==> src/rtl/edsp_pkg.sv <==
package edsp_pkg;

  // Input item kinds carried on the slave tuser bit.
  typedef enum logic {
    OP_EDGE = 1'b0,
    OP_TICK = 1'b1
  } op_e;

  // Configuration register indexes.
  typedef enum logic [2:0] {
    REG_KP_GAIN      = 3'd0,
    REG_KI_GAIN      = 3'd1,
    REG_KD_GAIN      = 3'd2,
    REG_UPDATE_TICKS = 3'd3,
    REG_DIR_INVERT   = 3'd4
  } cfg_reg_e;

  localparam logic [23:0] KpReset       = 24'd688128;
  localparam logic [23:0] KiReset       = 24'd66;
  localparam logic [23:0] KdReset       = 24'd163840;
  localparam logic [7:0]  TicksReset    = 8'd10;

  localparam logic signed [10:0] DriveLimit    = 11'sd999;
  localparam logic signed [31:0] IntegralGate  = 32'sd100;
  localparam logic signed [31:0] IntegralMin   = 32'sh8000_0000;

  typedef struct packed {
    logic [23:0] kp_gain;
    logic [23:0] ki_gain;
    logic [23:0] kd_gain;
    logic [7:0]  update_ticks;
    logic        direction_invert;
  } cfg_t;

  // Gain products and bookkeeping handed from the front stage to the accumulator.
  typedef struct packed {
    logic signed [42:0] kp_term;
    logic signed [56:0] ki_term;
    logic signed [43:0] kd_term;
    logic               updated;
    logic [15:0]        position;
  } prod_t;

endpackage

==> src/rtl/edsp_accum.sv <==
module edsp_accum (
  input  logic               clk_i,
  input  logic               rst_ni,
  input  logic               prod_valid_i,
  output logic               prod_ready_o,
  input  edsp_pkg::prod_t    prod_i,
  output logic               out_valid_o,
  input  logic               out_ready_i,
  output logic signed [10:0] drive_value_o,
  output logic [9:0]         forward_duty_o,
  output logic [9:0]         reverse_duty_o,
  output logic [15:0]        position_count_o,
  output logic               updated_o
);

  logic signed [10:0] drive_q, drive_d;
  logic               out_valid_q;
  logic signed [10:0] drive_out_q;
  logic [9:0]         fwd_q, rev_q;
  logic [15:0]        pos_q;
  logic               upd_q;

  logic               load;
  logic signed [59:0] total;
  logic signed [43:0] whole;
  logic signed [10:0] neg_drive;

  assign prod_ready_o = !out_valid_q || out_ready_i;
  assign load         = prod_valid_i && prod_ready_o;

  // Q44.16 sum; the shifted value is rounded toward zero.
  assign total = {{33{drive_q[10]}}, drive_q, 16'd0}
               + {{17{prod_i.kp_term[42]}}, prod_i.kp_term}
               + {{3{prod_i.ki_term[56]}}, prod_i.ki_term}
               + {{16{prod_i.kd_term[43]}}, prod_i.kd_term};

  assign whole = total[59:16] + {43'd0, (total[59] && (total[15:0] != 16'd0))};

  always_comb begin
    drive_d = drive_q;
    if (prod_i.updated) begin
      if (whole > $signed({{33{1'b0}}, edsp_pkg::DriveLimit})) begin
        drive_d = edsp_pkg::DriveLimit;
      end else if (whole < -$signed({{33{1'b0}}, edsp_pkg::DriveLimit})) begin
        drive_d = -edsp_pkg::DriveLimit;
      end else begin
        drive_d = whole[10:0];
      end
    end
  end

  assign neg_drive = -drive_d;

  always_ff @(posedge clk_i or negedge rst_ni) begin
    if (!rst_ni) begin
      drive_q     <= '0;
      out_valid_q <= 1'b0;
    end else begin
      if (load) begin
        drive_q     <= drive_d;
        out_valid_q <= 1'b1;
      end else if (out_ready_i) begin
        out_valid_q <= 1'b0;
      end
    end
  end

  always_ff @(posedge clk_i) begin
    if (load) begin
      drive_out_q <= drive_d;
      fwd_q       <= drive_d[10] ? 10'd0 : drive_d[9:0];
      rev_q       <= drive_d[10] ? neg_drive[9:0] : 10'd0;
      pos_q       <= prod_i.position;
      upd_q       <= prod_i.updated;
    end
  end

  assign out_valid_o      = out_valid_q;
  assign drive_value_o    = drive_out_q;
  assign forward_duty_o   = fwd_q;
  assign reverse_duty_o   = rev_q;
  assign position_count_o = pos_q;
  assign updated_o        = upd_q;

  a_drive_in_range: assert property (@(posedge clk_i) disable iff (!rst_ni)
    (drive_q <= edsp_pkg::DriveLimit) && (drive_q >= -edsp_pkg::DriveLimit))
    else $error("drive accumulator out of range");

  a_drive_held_without_update: assert property (@(posedge clk_i) disable iff (!rst_ni)
    (load && !prod_i.updated) |=> $stable(drive_q))
    else $error("drive changed on an item without update");

  a_duty_split: assert property (@(posedge clk_i) disable iff (!rst_ni)
    out_valid_q |-> (fwd_q == 10'd0 || rev_q == 10'd0))
    else $error("both duties active");

endmodule
==> config.mk <==
export PLATFORM = sky130hd
export DESIGN_NAME = edsp_accum
export DESIGN_NICKNAME = d
export VERILOG_FILES = /design/src/rtl/edsp_pkg.sv /design/src/rtl/edsp_accum.sv
export SDC_FILE = /design/constraint.sdc
export NUM_CORES = 1
export LEC_CHECK = 0
export BUFFER_PORTS_ARGS = -buffer_cell sky130_fd_sc_hd__buf_2
export CAP_MARGIN = 20
export CELL_PAD_IN_SITES_DETAIL_PLACEMENT = 0
export CELL_PAD_IN_SITES_GLOBAL_PLACEMENT = 1
export CORE_MARGIN = 4
export CORE_UTILIZATION = 39
export DETAILED_ROUTE_END_ITERATION = 8
export HOLD_SLACK_MARGIN = 0.08
export PLACE_DENSITY = 0.88
export SYNTH_ARGS = -nofsm -noshare
export SYNTH_HDL_FRONTEND = slang
export SYNTH_SLANG_ARGS = --single-unit
==> constraint.sdc <==
create_clock -name clk_i -period 9.4 [get_ports clk_i]
set_clock_uncertainty 0.05 [all_clocks]
set_input_delay 1.88 -clock clk_i [delete_from_list [all_inputs] [get_ports clk_i]]
set_output_delay 1.88 -clock clk_i [all_outputs]
set_load 0.005 [all_outputs]
# ---- Yosys cells after proc, flatten, opt, wreduce, memory -nomap -nowiden
# Cells that the tools add are included.
dict set report word_totals {
  regBits 60
  in_bits 165
  out_inout_bits 50
  elab_cells 25
}
dict set report op_classes {
  add_sub_neg 5
  n_lt_le_gt_ge 2
  n_mux 5
  reduce_logical 6
}
# operator n
set op_table {}
lappend op_table {{$add A58 B44 Y59} 1}
lappend op_table {{$add A44 B57 Y58} 1}
lappend op_table {{$add A27 B43 Y44} 1}
lappend op_table {{$add A43 B2 Y44} 1}
lappend op_table {{$gt A44 B11 Y1 const B} 1}
lappend op_table {{$lt A44 B11 Y1 const B} 1}
lappend op_table {{$mux W11} 3}
lappend op_table {{$reduce_bool A16 Y1} 1}
lappend op_table {{$neg A10 Y10} 1}
lappend op_table {{$logic_and A1 B1 Y1} 2}
lappend op_table {{$mux W1} 2}
lappend op_table {{$reduce_bool A2 Y1} 1}
lappend op_table {{$logic_not A1 Y1} 1}
lappend op_table {{$logic_or A1 B1 Y1} 1}

# ---- Depth between registers and ports, before layout
# Gate-level depths: netlist of the first run.
dict set report depth {
  ltp_word 11
  depth_mapped 35
}

# ---- Worst setup path before layout of the first run
# No wires, ideal clock.
dict set report synth_timing {
  kind {input to register}
  startpoint {input prod_i[60] in the netlist's numbering}
  endpoint {register rev_q[8] (netlist: reverse_duty_o[8]), data pin}
  setup_time_ns 0.254
  arrival_time_ns 9.931
  required_ns 9.096
  path_slack_ns -0.835
  cell_stages 31
  n_path_buf 1
  path_cell_list {inv_1 > fa_1 > fa_1 > inv_1 > ha_1 > clkbuf_1 > and3_1 > and2_1 > a221o_1 > o41ai_1 > o41ai_1 > a221oi_1 > xnor2_1 > a31oi_1 > ha_1 > ha_1 > inv_1 > a2111oi_1 > nand3_1 > nor4_4 > nand4_1 > or3_1 > or4_4 > xnor2_2 > nor4_1 > nor4b_4 > o21ai_1 > a21oi_2 > nand4b_4 > o31a_1 > o21a_1}
}
dict set report synth_via {
  elab_chain_len 8
  elab_cells_between_ends 9
  cone_classes {add/sub (3); order compare (2); mux (3); reduce/logical (1)}
}
# element line_no
set synth_rtl {}
lappend synth_rtl {{start, declared} edsp_accum.sv:6} ;# input edsp_pkg::prod_t prod_i,
lappend synth_rtl {{$add A58 B44 Y59 (*)} edsp_accum.sv:35} ;# + {{16{prod_i.kd_term[43]}}, prod_i.kd_term};
lappend synth_rtl {{$logic_and A1 B1 Y1} edsp_accum.sv:37} ;# assign whole = total[59:16] + {43'd0, (total[59] && (total[15:0] != 16'd0))};
lappend synth_rtl {{$add A43 B2 Y44 (*)} edsp_accum.sv:37}
lappend synth_rtl {{$lt A44 B11 Y1} edsp_accum.sv:44} ;# end else if (whole < -$signed({{33{1'b0}}, edsp_pkg::DriveLimit})) begin
lappend synth_rtl {{$mux W11} edsp_accum.sv:44}
lappend synth_rtl {{$mux W11 (*)} edsp_accum.sv:42} ;# if (whole > $signed({{33{1'b0}}, edsp_pkg::DriveLimit})) begin
lappend synth_rtl {{$mux W11 (*)} edsp_accum.sv:41} ;# if (prod_i.updated) begin
lappend synth_rtl {{$neg A10 Y10} edsp_accum.sv:52} ;# assign neg_drive = -drive_d;
lappend synth_rtl {{end signal, assigned} edsp_accum.sv:72} ;# rev_q <= drive_d[10] ? neg_drive[9:0] : 10'd0;
lappend synth_rtl {{end, declared} edsp_accum.sv:19} ;# logic [9:0] fwd_q, rev_q;
# Every way passes the cells marked *; elsewhere a longest branch is shown, timed or not.
# A chain may end at the register's enable or synchronous reset.

# ---- Worst setup path in the final report of the first run
dict set report layout_timing {
  startpoint {input prod_i[137] in the netlist's numbering}
  endpoint {register rev_q[8] (netlist: reverse_duty_o[8]), data pin}
}
dict set report layout_via {
  elab_chain_len 10
  elab_cells_between_ends 11
  cone_classes {add/sub (5); order compare (2); mux (3); reduce/logical (1)}
}
# element line_no
set layout_rtl {}
lappend layout_rtl {{$add A27 B43 Y44 (*)} edsp_accum.sv:33} ;# + {{17{prod_i.kp_term[42]}}, prod_i.kp_term}
lappend layout_rtl {{$add A44 B57 Y58 (*)} edsp_accum.sv:34} ;# + {{3{prod_i.ki_term[56]}}, prod_i.ki_term}
lappend layout_rtl {{$add A58 B44 Y59 (*)} edsp_accum.sv:35}
lappend layout_rtl {{$logic_and A1 B1 Y1} edsp_accum.sv:37}
lappend layout_rtl {{$add A43 B2 Y44 (*)} edsp_accum.sv:37}
lappend layout_rtl {{$lt A44 B11 Y1} edsp_accum.sv:44}
lappend layout_rtl {{$mux W11} edsp_accum.sv:44}
lappend layout_rtl {{$mux W11 (*)} edsp_accum.sv:42}
lappend layout_rtl {{$mux W11 (*)} edsp_accum.sv:41}
lappend layout_rtl {{$neg A10 Y10} edsp_accum.sv:52}
# Marks and branches as above.

==> results of run 1 <==
-- timing repair --
item                                    in CTS  in global routing
pin swaps                                    8                 44
gates resized for setup                      9                 86
buffers inserted                             1                 16
hold buffers                                 0                  0
cloned                                       0                  1
endpoints found under the setup margin      34                 39
-- critical path: cells and delay by family --
family | cells | cell delay [ns]
compound gates | 12 | 2.41
simple gates | 10 | 2.23
fa+ha+maj | 5 | 1.71
buf+inv | 9 | 1.03
xor+xnor | 1 | 0.11
-- cells in the mapped netlist (all sizes together) (21+ instances only) --
cell,count
clkbuf,25
o21a,21
nor4,40
nand2,114
a21o,22
edfxtp,48
fa,100
nor2,103
a21oi,97
nor3,46
and2,21
inv,263
nand4,50
xor2,21
o21ai,76
xnor2,49
buf,34
ha,73
nand3,26
-- how the worst max path moves through the flow --
| stage | startpoint | endpoint | slack, ns |
|---|---|---|---|
| after floorplan | prod_i[60] | reverse_duty_o[8] | -0.18 |
| after global placement | prod_i[60] | reverse_duty_o[8] | -0.35 |
| after detailed placement | prod_i[60] | reverse_duty_o[9] | -0.72 |
| after CTS | prod_i[60] | reverse_duty_o[8] | 0.01 |
| after global routing | prod_i[120] | reverse_duty_o[8] | -0.31 |
| final | prod_i[137] | reverse_duty_o[8] | 0.06 |
-- cell families (layout without fill, tap and decap cells) --
logic type,Yosys count,in the layout,share of synthesized area [%]
AO/OA/AOI/OAI,364,364,21.5
adder cells (fa/ha/maj),173,173,24.4
buffers and inverters,323,735,10.9
flip-flops,60,60,14.6
XOR/XNOR,71,71,5.46
AND/OR/NAND/NOR,480,480,21.5
multiplexers,18,18,1.57
-- flip-flops by register name (all words and copies together), names as in the netlist --
signal,count
position_count_o,16
out_valid_o,1
drive_value_o,11
forward_duty_o,10
drive_q,11
updated_o,1
reverse_duty_o,10
-- area by class of cell --
cell class / count / area [um2]
inverters: 264 / 1000
flip-flops and latches: 60 / 1740
multi-input cells: 1106 / 9440
clock buffers: 11 / 233
clock inverters: 5 / 28.8
repair buffers: 455 / 2970
fillers: 2802 / 14000
well taps: 390 / 488
-- metrics by stage --
step | setup WS (ns) | cells | hold slack, ns
global route | -0.306 | 2291 | 0.512
CTS | 0.0143 | 2273 | 0.499
floorplan | -0.182 | 1489 | 0.444
detailed placement | -0.722 | 2256 | 0.482
global placement | -0.347 | 2256 | 0.455
finish | 0.0571 | 2291 | 0.490
-- per-layer routing --
layer / GRT usage (%) / up-vias
li1: - / 6070
met1: 29.0 / 5925
met2: 40.2 / 458
met3: 1.98 / 69
met4: 6.20 / 0
met5: 0 / -
==> flow_summary.toml, run 1 <==
[die]
die_h_um = 183
rows = 63
dieArea_um2 = 33400
fp.dieW_um = 183
initial_core_util_pct = 39.9
boundaryPins = 215
core-area_um2 = 29900

[routing]
drt_wl_total_um = 39400
dr_wl_met2_um = 19500
drt-pass1-iter-count = 5
route.top_layer_used = "met4"
via_per_inst = 5.47
vias = 12500
antenna_left = 0
wl_met1_um = 16500
route.met3.wl_um = 2260
wl_per_cell_um = 17.2
drc_errors = 0
drt-initial-drc-count = 834

[worst_setup_path]
cp-start-kind = "input pin"
r2r-start = "drive_q[10]"
critPathSlowestCell = "fa_1"
cp_max_fo = 6
worstPathRequired_ns = 9.43
slowest_delay_ns = 0.55
r2r_cells = 34
rrSetupSlack_ns = 1.07
worstSetupEndpointType = "flip-flop"
worstReg2RegEnd = "reverse_duty_o[8]"
worstSetupPathType = "input pin to flip-flop"
arrival_ns = 9.37
cp_common_cell = "buf_6"

[sta]
slew_headroom_pct = 24.6
hold_viol = 0
fin_crit_ns = 9.34
worst_pin_slew_ns = 1.12
setup_viol = 0
drv_slew = 0
fin_setup_tns_ns = 0
period_share_pct = 99.4
fmax_mhz = 107
rsz0062_at_grt = "yes"

[cells_and_area]
syn_to_final_growth_pct = 33.3
antenna_cells = 0
fin_nets = 2234
final_common_cell = "inv_1"
fin_area_um2 = 15900
utilization_pct = 53.2
drive_gt1_share_pct = 31.9
final_cell_mix = "inv_1 (253), buf_4 (228), buf_2 (213)"

[run]
maxCapViolations = 0

[place]
port_buffers = 214
gp_congestion = 0.961
dpl_cell_area_um2 = 15000
dp_hpwl_um = 33000

[clock_network]
clockBufferDepth = 2
numCtsBuffers = 9
cts_tree = "yes"
clkTransAtPathRegs_ns = 0.05
htree_levels = 3
root_buffer = "clkbuf_16"
clkLatencyLatePin_ns = 0.32
cts_sinks = 60

[worst_hold_path]
hp-class = "flip-flop to flip-flop"
timing.hold.worst_path_depth = 2
hold_end = "out_valid_o"
hp-start = "out_valid_o"

[grt]
grt_pass1_vias = 12200
groute.usage.overall_pct = 22.4
overflow = 0
antenna_found_initial = 0
grt_max_degree = 55
grt_pass1_wl_um = 62000

[yosys]
ys_ff_latch = 60
ys_seq_area_share_pct = 14.6
synth_top_area_cell = "fa_1"
avgSynthCellArea_um2 = 8.01
synth_cell_types = 101
yosysTopAreaCellShare_pct = 16.8
synth-async-reset-ratio_pct = 20.0
syn-instance-count = 1489
synth-edff-count = 48
synth_nets = 1827
syn_area_um2 = 11900
ys_top_cells_by_area = "fa_1 (17%), edfxtp_1 (12%), inv_1 (8.2%), ha_1 (7.7%), a21oi_1 (3.7%)"
synth_ff_type = "edfxtp_1"
synth_warnings = 0

[status]
status = "complete, no violations"
Power of run 1 is not shown: default switching activity piles up to over one toggle a cycle in this logic, so the estimate is an artifact.
==> inputs of run 2 (changes only) <==
==> constraint.sdc (replaced) <==
create_clock -name clk_i -period 9.4 [get_ports clk_i]
set_clock_uncertainty 0.05 [all_clocks]
set_input_delay 0.94 -clock clk_i [delete_from_list [all_inputs] [get_ports clk_i]]
set_output_delay 0.94 -clock clk_i [all_outputs]
set_load 0.005 [all_outputs]
==> run 2 against run 1 <==
Net effect: die area unchanged; non-clock buffer count down 116; sequential share of layout area up 1.0 points; register-to-register slack worse by 0.12 ns; wire length down 3.4%; critical path depth down 3; design area down 8.4%; via count down 3.3%; final cell count down 5.1%; first-iteration DRC count up 4.9%.
==> flow_summary.toml, run 2 (synthesis gave the netlist of run 1 again) <==
[clock_network]
cts_sinks = 60
numCtsBuffers = 9
hold_buffers = 0
clkLatencyLatePin_ns = 0.32
clkTransAtPathRegs_ns = 0.05
root_buffer = "clkbuf_16"
clockBufferDepth = 2
cts_tree = "yes"
htree_levels = 3

[sta]
setup_slack_ns = 0.492
worst_pin_slew_ns = 1.08
hold_slack_ns = 0.471
drv_slew = 0
slew_headroom_pct = 27.1
period_share_pct = 94.8
fmax_mhz = 112
fin_crit_ns = 8.91
hold_viol = 0
setup_viol = 0

[grt]
antenna_found_initial = 0
overflow = 0
groute.usage.overall_pct = 22.1
grt_pass1_wl_um = 61100
grt_pass1_vias = 11900
grt_max_degree = 55

[run]
maxCapViolations = 0

[die]
core-area_um2 = 29900
die_h_um = 183
dieArea_um2 = 33400
rows = 63
boundaryPins = 215
initial_core_util_pct = 39.9
fp.dieW_um = 183

[cells_and_area]
final_cell_mix = "inv_1 (260), buf_2 (214), buf_4 (120)"
final_common_cell = "inv_1"
drive_gt1_share_pct = 24.1
largest_register_ffs = 16
fin_nets = 2118
fin_area_um2 = 14600
antenna_cells = 0
syn_to_final_growth_pct = 22.2

[routing]
vias = 12100
antenna_left = 0
drt-pass1-iter-count = 7
wl_per_cell_um = 17.5
drt_wl_total_um = 38100
drc_errors = 0
drt-initial-drc-count = 875
via_per_inst = 5.57

[worst_setup_path]
arrival_ns = 8.93
cp_max_fo = 9
rrSetupSlack_ns = 0.95
worstSetupPathType = "input pin to flip-flop"
cp_common_cell = "ha_1"
cp-start-kind = "input pin"
slowest_delay_ns = 0.55
critPathCapture = "reverse_duty_o[8]"
critPathSlowestCell = "fa_1"
r2r_cells = 34
worstSetupEndpointType = "flip-flop"
worstReg2RegEnd = "reverse_duty_o[8]"
crit_start = "prod_i[60]"
r2r-start = "drive_q[10]"
worstPathRequired_ns = 9.43

[place]
dp_slack_ns = -0.284
port_buffers = 214
dpl_cell_area_um2 = 14100
dp_hpwl_um = 32500
gp_congestion = 0.953

[status]
status = "complete, no violations"

[worst_hold_path]
hp-class = "input pin to async pin"
[run 2: changes by cell type in the layout (fill, tap and decap cells not counted), sizes merged]
cell / change
buf: -116
bufinv: +1
clkbuf: -1
clkinv: +1
clkinvlp: -1
[run 2: cell type report]
cell class              count  area, um2
flip-flops and latches     60       1740
repair buffers            339       2060
clock buffers              10        229
fillers                  2950      15300
multi-input cells        1106       8990
clock inverters             6       65.1
well taps                 390        488
inverters                 264        995
[run 2: worst max-delay path, delay by kind of cell]
kind            cells  cell delay, ns
fa+ha+maj           5            1.74
simple gates       10            2.82
xor+xnor            2            0.27
buf+inv             7            0.95
compound gates     10            2.19
[run 2: worst min path at each step]
stage / startpoint / end / slack, ns / cells past startpoint
after floorplan: drive_q[4] / drive_q[4] / 0.44 / 2
after global placement: out_valid_o / out_valid_o / 0.46 / 2
after detailed placement: out_valid_o / out_valid_o / 0.51 / 2
after CTS: rst_ni / drive_q[9] / 0.47 / 1
after global routing: rst_ni / drive_q[5] / 0.48 / 1
final: rst_ni / drive_q[5] / 0.47 / 1
[run 2: metrics by stage]
step           utilization [%]  TNS [ns]  cells
5_1_grt                   48.8   -0.0278   2175
2_1_floorplan                -         0   1489
4_1_cts                   48.3         0   2172
6_report                  48.8         0   2175
3_3_place_gp              47.3         0   2156
3_5_place_dp              47.3     -1.15   2156
[run 2: repair_timing]
item	4_1_cts	5_1_grt
gates resized for setup	0	23
endpoints found under the setup margin	0	40
buffers inserted	0	2
[run 2: per-layer routing]
layer	share of wire, %	GRT usage [%]	vias to the layer above
li1	-	-	5835
met5	0	0	-
met3	6.7	2.48	79
met1	42	29.0	5715
met2	48	38.0	480
met4	3.5	7.57	0
Power of run 2 is left out for the same reason.
==> inputs of run 3 (changes only) <==
CTS_BUF_LIST = sky130_fd_sc_hd__clkbuf_2 sky130_fd_sc_hd__clkbuf_4 sky130_fd_sc_hd__clkbuf_8   (was not set)
==> run 3 against run 2 <==
Net effect: sequential share of layout area is 0.10 points higher; critical path depth unchanged; register-to-register slack about the same; final cell count is essentially flat; global-route usage fell by 0.14 points; count of clock-buffer cells in the layout unchanged; utilization is 0.41 points lower; non-clock buffer count fell by 1; sequential cell count did not move; setup slack improved by 0.0076 ns.
==> flow_summary.toml, run 3 (synthesis gave the netlist of run 1 again) <==
[cells_and_area]
syn_to_final_growth_pct = 21.2
final_cell_mix = "inv_1 (260), buf_2 (214), buf_4 (120)"
largest_register_ffs = 16
utilization_pct = 48.4
fin_nets = 2117
antenna_cells = 0
drive_gt1_share_pct = 24.0
regArea_um2 = 1740
multi_input_area_um2 = 8980
num-fill-cells = 2978
final_common_cell = "inv_1"

[grt]
grt_pass1_wl_um = 60800
grt_pass1_vias = 11900
antenna_found_initial = 0
groute.usage.overall_pct = 22.0
grt_max_degree = 55
overflow = 0

[clock_network]
cts_sinks = 60
clkTransAtPathRegs_ns = 0.07
root_buffer = "clkbuf_8"
clkLatencyLatePin_ns = 0.33
htree_levels = 3
clockBufferDepth = 2
hold_buffers = 0
cts_tree = "yes"
numCtsBuffers = 9

[routing]
via_per_inst = 5.56
drc_errors = 0
antenna_left = 0
wl_per_cell_um = 17.4
drt-initial-drc-count = 792
vias = 12100
drt_wl_total_um = 37800
drt-pass1-iter-count = 5

[sta]
period_share_pct = 94.7
fmax_mhz = 112
hold_viol = 0
worst_pin_slew_ns = 1.12
fin_crit_ns = 8.90
setup_viol = 0
slew_headroom_pct = 24.1
drv_slew = 0

[worst_setup_path]
cp_max_fo = 8
slowest_delay_ns = 0.55
critPathSlowestCell = "fa_1"
cp_common_cell = "ha_1"
rrSetupSlack_ns = 0.95
cp-start-kind = "input pin"
worstSetupPathType = "input pin to flip-flop"
worstPathRequired_ns = 9.44
worstSetupEndpointType = "flip-flop"
arrival_ns = 8.94

[status]
status = "complete, no violations"

[die]
die_h_um = 183
rows = 63
fp.dieW_um = 183
dieArea_um2 = 33400
initial_core_util_pct = 39.9
core-area_um2 = 29900
boundaryPins = 215

[place]
gp_congestion = 0.953
port_buffers = 214
dp_hpwl_um = 32500

[worst_hold_path]
hp-class = "input pin to async pin"

[run]
maxCapViolations = 0
==> run 3: final cells by class <==
class | count | share of cell area, %
Clock inverter | 6 | 0.450
Clock buffer | 10 | 0.909
Sequential cell | 60 | 12.1
Inverter | 264 | 6.89
Multi-Input combinational cell | 1106 | 62.2
Timing Repair Buffer | 338 | 14.1
Tap cell | 390 | 3.38
==> run 3: path summary, 6_finish.rpt <==
| kind | from | endpoint | cells after the start |
|---|---|---|---|
| worst min register to register | out_valid_o | out_valid_o | 2 |
| min in group clk_i | out_valid_o | out_valid_o | 2 |
| worst max-delay path | prod_i[60] | reverse_duty_o[8] | 34 |
| worst max register to register | drive_q[10] | reverse_duty_o[8] | 34 |
| worst min-delay path | rst_ni | drive_q[5] | 1 |
| max in group asynchronous | rst_ni | drive_q[1] | 1 |
==> run 3: per-layer routing <==
layer,GRT usage [%],wire (um),vias up
met3,2.48,2470,82
met2,37.7,17900,476
met4,7.66,1390,0
li1,-,-,5833
met5,0,0,-
met1,28.9,16100,5695
==> run 3: critical path, delay by kind of cell <==
kind	cells	cell delay, ns
xor+xnor	2	0.28
fa+ha+maj	5	1.74
buf+inv	7	0.82
compound gates	9	1.94
simple gates	11	3.22
==> run 3: repair_timing <==
action	CTS	global route
setup endpoints to repair	0	40
gates resized for setup	0	21
buffers inserted	0	2
==> run 3: through the flow <==
stage,instances,instance area (um2),setup WS [ns],hold WS [ns],TNS [ns]
floorplan,1489,11900,0.105,0.444,0
global placement,2156,14100,0.0348,0.457,0
detailed placement,2156,14100,-0.284,0.510,-1.15
CTS,2172,14300,0.0878,0.442,0
global route,2174,14400,-0.0192,0.439,-0.0356
finish,2174,14400,0.499,0.459,0
Power of run 3 is left out for the same reason.
